==> src/rtl/qte_pkg.sv <==
// Shared types, constants and helper functions of the quaternion to Euler converter.
package qte_pkg;

    localparam int QUAT_BITS         = 16;
    localparam int CORDIC_STAGES_DEF = 16;

    localparam int COMP_W    = 32;
    localparam int PROD_W    = 2 * COMP_W;
    localparam int ARG_W     = 64;
    localparam int ANG_FRAC  = 28;
    localparam int ANG_W     = 36;
    localparam int CORDIC_W  = 45;
    localparam int NORM_MSB  = 40;
    localparam int POS_W     = $clog2(ARG_W);
    localparam int SQRT_STEPS = 31;
    localparam int RAD_W     = 2 * SQRT_STEPS;
    localparam int ROOT_W    = SQRT_STEPS;
    localparam int REM_W     = ROOT_W + 4;
    localparam int LIMIT_W   = 31;
    localparam int LIM_SHIFT = 30;
    localparam int S_SHIFT   = 29;

    localparam int QUAT_UP = (QUAT_BITS - 1 <= 30) ? 30 - (QUAT_BITS - 1) : 0;
    localparam int QUAT_DN = (QUAT_BITS - 1 <= 30) ? 0 : (QUAT_BITS - 1) - 30;

    localparam logic [LIMIT_W-1:0]      LIMIT_RESET = 31'd536869838;
    localparam logic signed [ANG_W-1:0] PI_Q28      = 36'sd843314857;
    localparam logic signed [ANG_W-1:0] HALF_PI_Q28 = 36'sd421657428;
    localparam logic signed [PROD_W-1:0] ONE_Q60    = 64'sd1 <<< 60;
    localparam logic signed [PROD_W-1:0] ONE_Q30    = 64'sd1 <<< 30;

    localparam logic [1:0] LOCK_NONE  = 2'd0;
    localparam logic [1:0] LOCK_NORTH = 2'd1;
    localparam logic [1:0] LOCK_SOUTH = 2'd2;

    typedef struct packed {
        logic signed [QUAT_BITS-1:0] quat_x;
        logic signed [QUAT_BITS-1:0] quat_y;
        logic signed [QUAT_BITS-1:0] quat_z;
        logic signed [QUAT_BITS-1:0] quat_w;
    } in_word_t;

    typedef struct packed {
        logic signed [15:0] heading;
        logic signed [15:0] attitude;
        logic signed [15:0] bank;
        logic [1:0]         lock_case;
    } out_word_t;

    // Component to 30 fraction bits.
    function automatic logic signed [COMP_W-1:0] comp_q30(input logic signed [QUAT_BITS-1:0] q);
        logic signed [63:0] e;
        e = 64'(q);
        e = (e <<< QUAT_UP) >>> QUAT_DN;
        return COMP_W'(e);
    endfunction

    // Arctangent of 2^-i with 28 fraction bits.
    function automatic logic [ANG_FRAC+1:0] atan_entry(input int i);
        logic [ANG_FRAC+1:0] r;
        case (i)
            0: r = 30'd210828714;
            1: r = 30'd124459458;
            2: r = 30'd65760960;
            3: r = 30'd33381290;
            4: r = 30'd16755422;
            5: r = 30'd8385879;
            6: r = 30'd4193963;
            7: r = 30'd2097109;
            8: r = 30'd1048571;
            9: r = 30'd524287;
            default: r = (i <= ANG_FRAC) ? (ANG_FRAC+2)'(64'd1 << (ANG_FRAC - i)) : '0;
        endcase
        return r;
    endfunction

    // Q28 angle to Q3.12, round half up, saturate.
    function automatic logic signed [15:0] to_q312(input logic signed [ANG_W+1:0] a);
        logic signed [ANG_W+2:0] r;
        r = ((ANG_W+3)'(a) + (ANG_W+3)'(32768)) >>> 16;
        if (r > (ANG_W+3)'(32767)) begin
            return 16'sh7FFF;
        end else if (r < -(ANG_W+3)'(32768)) begin
            return 16'sh8000;
        end else begin
            return r[15:0];
        end
    endfunction

endpackage

==> src/rtl/qte_isqrt.sv <==
// Pipelined integer square root, one result bit per stage, with sideband.
module qte_isqrt #(
    parameter int SIDE_W = 1
) (
    input  logic                      aclk,
    input  logic                      aresetn,
    input  logic                      en,
    input  logic                      in_valid,
    input  logic [qte_pkg::RAD_W-1:0] rad_i,
    input  logic [SIDE_W-1:0]         side_i,
    output logic                      out_valid,
    output logic [qte_pkg::ROOT_W-1:0] root_o,
    output logic [SIDE_W-1:0]         side_o
);
    import qte_pkg::*;

    localparam int N = SQRT_STEPS;

    logic              vld_reg  [0:N-1];
    logic [RAD_W-1:0]  rad_reg  [0:N-1];
    logic [REM_W-1:0]  rem_reg  [0:N-1];
    logic [ROOT_W-1:0] root_reg [0:N-1];
    logic [SIDE_W-1:0] side_reg [0:N-1];

    logic              vld_next  [0:N-1];
    logic [RAD_W-1:0]  rad_next  [0:N-1];
    logic [REM_W-1:0]  rem_next  [0:N-1];
    logic [ROOT_W-1:0] root_next [0:N-1];
    logic [SIDE_W-1:0] side_next [0:N-1];

    always_comb begin
        for (int k = 0; k < N; k++) begin
            logic [RAD_W-1:0]  p_rad;
            logic [REM_W-1:0]  p_rem;
            logic [ROOT_W-1:0] p_root;
            logic [REM_W-1:0]  cur;
            logic [REM_W-1:0]  trial;
            if (k == 0) begin
                vld_next[k]  = in_valid;
                side_next[k] = side_i;
                p_rad  = rad_i;
                p_rem  = '0;
                p_root = '0;
            end else begin
                vld_next[k]  = vld_reg[k-1];
                side_next[k] = side_reg[k-1];
                p_rad  = rad_reg[k-1];
                p_rem  = rem_reg[k-1];
                p_root = root_reg[k-1];
            end
            cur   = {p_rem[REM_W-3:0], p_rad[RAD_W-1 -: 2]};
            trial = REM_W'({p_root, 2'b01});
            if (cur >= trial) begin
                rem_next[k]  = cur - trial;
                root_next[k] = {p_root[ROOT_W-2:0], 1'b1};
            end else begin
                rem_next[k]  = cur;
                root_next[k] = {p_root[ROOT_W-2:0], 1'b0};
            end
            rad_next[k] = p_rad << 2;
        end
    end

    always_ff @(posedge aclk) begin
        if (!aresetn) begin
            for (int k = 0; k < N; k++) begin
                vld_reg[k] <= 1'b0;
            end
        end else if (en) begin
            for (int k = 0; k < N; k++) begin
                vld_reg[k] <= vld_next[k];
            end
        end
    end

    always_ff @(posedge aclk) begin
        if (en) begin
            for (int k = 0; k < N; k++) begin
                rad_reg[k]  <= rad_next[k];
                rem_reg[k]  <= rem_next[k];
                root_reg[k] <= root_next[k];
                side_reg[k] <= side_next[k];
            end
        end
    end

    assign out_valid = vld_reg[N-1];
    assign root_o    = root_reg[N-1];
    assign side_o    = side_reg[N-1];

endmodule

==> config.mk <==
export PLATFORM = sky130hd
export DESIGN_NAME = qte_isqrt
export DESIGN_NICKNAME = d
export VERILOG_FILES = /design/src/rtl/qte_pkg.sv /design/src/rtl/qte_isqrt.sv
export SDC_FILE = /design/constraint.sdc
export NUM_CORES = 2
export LEC_CHECK = 0
export BUFFER_PORTS_ARGS = -buffer_cell sky130_fd_sc_hd__buf_4
export CAP_MARGIN = 25
export CORE_ASPECT_RATIO = 1.2
export CORE_MARGIN = 3
export CORE_UTILIZATION = 58
export CTS_CLUSTER_SIZE = 14
export DETAILED_ROUTE_END_ITERATION = 12
export PLACE_DENSITY = 0.77
export SYNTH_ARGS = -nofsm -noshare
export SYNTH_HDL_FRONTEND = slang
export SYNTH_SLANG_ARGS = --single-unit
==> constraint.sdc <==
create_clock -name aclk -period 3.6 [get_ports aclk]
set_input_delay 0 -clock aclk [delete_from_list [all_inputs] [get_ports aclk]]
set_output_delay 0 -clock aclk [all_outputs]
set_load 0.05 [all_outputs]
======== Word-level counts from Yosys, hierarchy flattened ========
Memory sizes are Yosys's and may differ from the RTL's.
Index checks and enable logic that the tools add are counted.
W data, S select, Z words.
storage, ports and cells
  logic and storage cells ................. 196
  output and inout bits ................... 33
  bits in writable memories ............... 3968
  input port bits ......................... 67
  register bits after elaboration ......... 0
  memories kept ........................... 5
operators by class
  bitwise gates (word level) .............. 31
  order comparisons ....................... 31
  mux-type cells .......................... 98
  add/subtract/negate cells ............... 31
memories
  memory    depth  bits a word  rd ports  clocked after Yosys merged registers in  wr ports  line             RTL
  rad_reg   31     60           30        0                                        31        qte_isqrt.sv:20  logic [RAD_W-1:0] rad_reg [0:N-1];
  rem_reg   31     35           30        0                                        31        qte_isqrt.sv:21  logic [REM_W-1:0] rem_reg [0:N-1];
  root_reg  31     31           31        0                                        31        qte_isqrt.sv:22  logic [ROOT_W-1:0] root_reg [0:N-1];
  side_reg  31     1            31        0                                        31        qte_isqrt.sv:23  logic [SIDE_W-1:0] side_reg [0:N-1];
  vld_reg   31     1            31        0                                        31        qte_isqrt.sv:19  logic vld_reg [0:N-1];
operator list
  kind                   number
  $mux W35               31
  $ge A35 B33 Y1         30
  $sub A35 B33 Y35       30
  $mux W1                67
  $or A1 B1 Y1           31
  $sub A2 B1 Y3 const B  1
  $ge A2 B1 Y1 const B   1

======== Longest topological paths before layout ========
  depth in word-level cells ............... 4
  depth in mapped cells ................... 14

======== Worst setup path after synthesis ========
OpenSTA, ideal clock, no wires.
  kind .................................... register to register
  start point ............................. memory rem_reg[1][428] in the netlist's numbering
  end point ............................... memory rem_reg[1][458] in the netlist's numbering (data pin)
  library setup time ...................... 260 ps
  required time ........................... 3340 ps
  arrival time ............................ 3125 ps
  path buffers ............................ 3
  path slack .............................. 215 ps
  stages on the path, launching flop included .. 14
  period minus slack after synthesis ...... 3385 ps
  cells stage by stage .................... edfxtp_1 -> ha_1 -> clkbuf_2 -> nand3_1 -> or2_2 -> o211ai_1 -> a31oi_1 -> nor2_1 -> a21oi_1 -> a31oi_1 -> or2_1 -> clkbuf_2 -> buf_4 -> mux2_2
RTL lines
  element             line
  start: declaration  qte_isqrt.sv:21

==> flow_summary.yaml <==
global_route:
  track_usage: 0.2374
  grt_pass1_wl_um: 375400
  grt_pass1_vias: 69539
  antenna_found_initial: 1
  grt_max_degree: 171
  overflow: 0
sta:
  relSlewSlack: 0.3231
  max_freq_mhz: 291.4
  finalCritPeriodShare: 0.9533
  finalHoldViolCount: 0
  worst_slew_pin_slew_ps: 1006
  min_period_ps: 3432
  drv_slew: 0
  timing.setup.tns_ps: 0
  final.setup_skew_ps: 50.92
  setup_viol: 0
  timing.final.ws_setup_ps: 168.2
cells_and_area:
  fin_area_um2: 127200
  fin_nets: 9809
  regArea_um2: 72930
  layout-drive-gt1-share: 0.08822
  n_fill_cell: 13624
  area_growth_pct: 12.55
  multi_input_area_um2: 36980
  largest_register_ffs: 941
floorplanning:
  die_x_um: 408.9
  rows: 176
  fp.coreArea_um2: 192700
  io_pins: 100
  die_h_um: 489.5
  die_area_um2: 200200
  start_util: 0.5864
worst_setup_path:
  r2r_setup_slack_ps: 170
  crit_required_ps: 4220
  reg2reg_depth: 13
  end_kind: "flop"
  r2r_end: "rem_reg[1][469]$_DFFE_PP_"
  path_class: "flop to flop"
  worstSetupStartpointType: "flop"
  worstPathMaxFanout: 29
  r2r-start: "root_reg[1][374]$_DFFE_PP_"
  arrival_ps: 4050
synthesis:
  synth_common_cells: "2,428 x edfxtp_1, 687 x inv_1, 550 x nand2_1"
  netlist_top_cells_area: "edfxtp_1 65%, ha_1 5.8%, xor2_1 2.9%"
  synth_most_common_cell: "edfxtp_1"
  synth-seq-cells: 2429
  synth_top_family_by_area: "simple AND/OR/NAND/NOR gates"
  ys_seq_area_frac: 0.6455
  synthesis.instances: 8719
  syn-num-nets: 9314
  yosys_warnings: 0
  synth_top_area_share: 0.6453
  syn_area_um2: 113000
  synth-edff-count: 2428
  async_reset_ff_frac: 0
  syn_area_per_cell_um2: 12.96
  ys_types: 93
  synth-xor-area-share: 0.05690
  synthAdderAreaFrac: 0.05847
  muxShareOfSynthArea: 0.01079
  synth_flop_cell: "edfxtp_1"
  synth_compound_area_frac: 0.09645
  yosys.area_share.simple: 0.1028
  yosysTopAreaCell: "edfxtp_1"
hold_path:
  whs_endpoint: "vld_reg[1][0]$_DFF_P_"
  hold_path_class: "input port to flop"
  hold_depth: 3
  hold_start: "aresetn"
detailed_routing:
  via_per_inst: 5.836
  drt_wl_total_um: 240300
  num_vias: 69911
  first_pass_iters: 6
  drc: 0
  drt_iter0_markers: 5452
  postRouteAntennaNets: 0
  wl_per_cell_um: 20.06
clock_tree:
  cts_tree: "done"
  root_buffer: "clkbuf_16"
  clk_pin_slew_ps: 60
  htree_levels: 4
  clkSinkCount: 2429
  ctsLongestPathBuffers: 3
  cts_buffers: 229
  insertion_delay_ps: 880
pwr:
  power.leakage_nw: 48.96
  p_per_area_nw_per_um2: 613.1
  total_power_mw: 77.97
  max-vdd-ir-drop_mv: 0.5671
status:
  status: "finished clean"
job:
  cap_violations: 0
place:
  io_buffers: 99
  placedInstanceArea_um2: 118300
  routabilityCongestion: 0.9574
  dpl_worst_slack_ps: -82.92
  place_hpwl_um: 168400
kinds of logic after synthesis:
kind of cell | after synthesis
xor gates and xnor gates | 734
adders and majority gates | 528
and+or+nand+nor | 2304
AOI/OAI and AO/OA | 1751
buffers and inverters | 862
muxes | 110
other | 1
DFF | 2429
worst max-delay path: stages (launching register included):
cell and delay [ps]:
edfxtp_1 380, inv_1 60, ha_1 250, or3_1 410, o22ai_2 220, o211ai_1 110, buf_4 160, a31oi_1 270
nor2_1 130, a21oi_2 240, a31oi_1 150, or2_1 290, buf_12 190, mux2_2 290
power by group:
| part | internal [mW] | leakage [nW] | switching, mW | total, mW |
|---|---|---|---|---|
| Clock | 13.5 | 3.58 | 10.2 | 23.7 |
| Sequential | 35.5 | 23.4 | 2.52 | 38.1 |
| Combinational | 6.94 | 22.0 | 9.31 | 16.2 |
| Total | 56.0 | 49.0 | 22.0 | 78.0 |
worst max-delay path by stage:
stage	depth (start not counted)	start	slack (ps)	end
floorplan	13	rem_reg[1][428]$_DFFE_PP_	220	rem_reg[1][458]$_DFFE_PP_
global placement	11	root_reg[1][36]$_DFFE_PP_	-80	rem_reg[1][76]$_DFFE_PP_
detailed placement	11	root_reg[1][36]$_DFFE_PP_	-80	rem_reg[1][76]$_DFFE_PP_
CTS	11	rem_reg[1][105]$_DFFE_PP_	10	rem_reg[1][154]$_DFFE_PP_
global route	12	root_reg[1][124]$_DFFE_PP_	-20	rem_reg[1][182]$_DFFE_PP_
finish	13	root_reg[1][374]$_DFFE_PP_	170	rem_reg[1][469]$_DFFE_PP_
layout make-up:
| cell class | count | area share |
|---|---|---|
| sequential | 2429 | 0.5735 |
| multi-input combinational | 5428 | 0.2908 |
| clock buffer | 285 | 0.04770 |
| timing repair buffer | 435 | 0.03207 |
| tap | 2581 | 0.02539 |
| inverter | 691 | 0.02040 |
| clock inverter | 129 | 0.01016 |
| antenna | 1 | 0.00001968 |
metrics by stage:
step,hold slack [ps],std cells,util
global route,61.74,11979,0.6600
CTS,4.912,11977,0.6591
finish,99.15,11979,0.6600
global placement,177.9,11431,0.6141
detailed placement,179.4,11431,0.6141
floorplan,98.87,8719,-
layout by cell type, fill, tap and decap left out, types with 58 or more instances in the layout:
cell type / n
edfxtp_1: 2428
inv_1: 687
nand2_1: 550
ha_1: 527
a21oi_1: 519
nor2_1: 504
o21ai_0: 438
xor2_1: 378
xnor2_1: 356
buf_4: 265
nor3_1: 260
clkbuf_16: 233
a21o_1: 222
nand3_1: 156
dlygate4sd3_1: 132
nor4_1: 111
nand2b_1: 111
o21a_1: 109
or3_1: 103
nand4_1: 97
mux2_2: 94
nor2b_1: 76
and3_1: 71
o31ai_1: 67
or4_1: 58
metal layers:
| layer | share of wire | routed length, µm | GRT usage |
|---|---|---|---|
| met1 | 0.38 | 91850 | 0.2736 |
| met2 | 0.51 | 122800 | 0.4262 |
| met3 | 0.045 | 10730 | 0.03222 |
| met4 | 0.062 | 14980 | 0.1349 |
| met5 | 0 | 0 | 0 |
timing repair:
item	CTS	global route
endpoints found under the hold margin	441	0
buffers inserted	0	1
gates resized for setup	1	34
hold buffers	132	0
endpoints found under the setup margin	11	144
(Power assumes the default switching activity.)
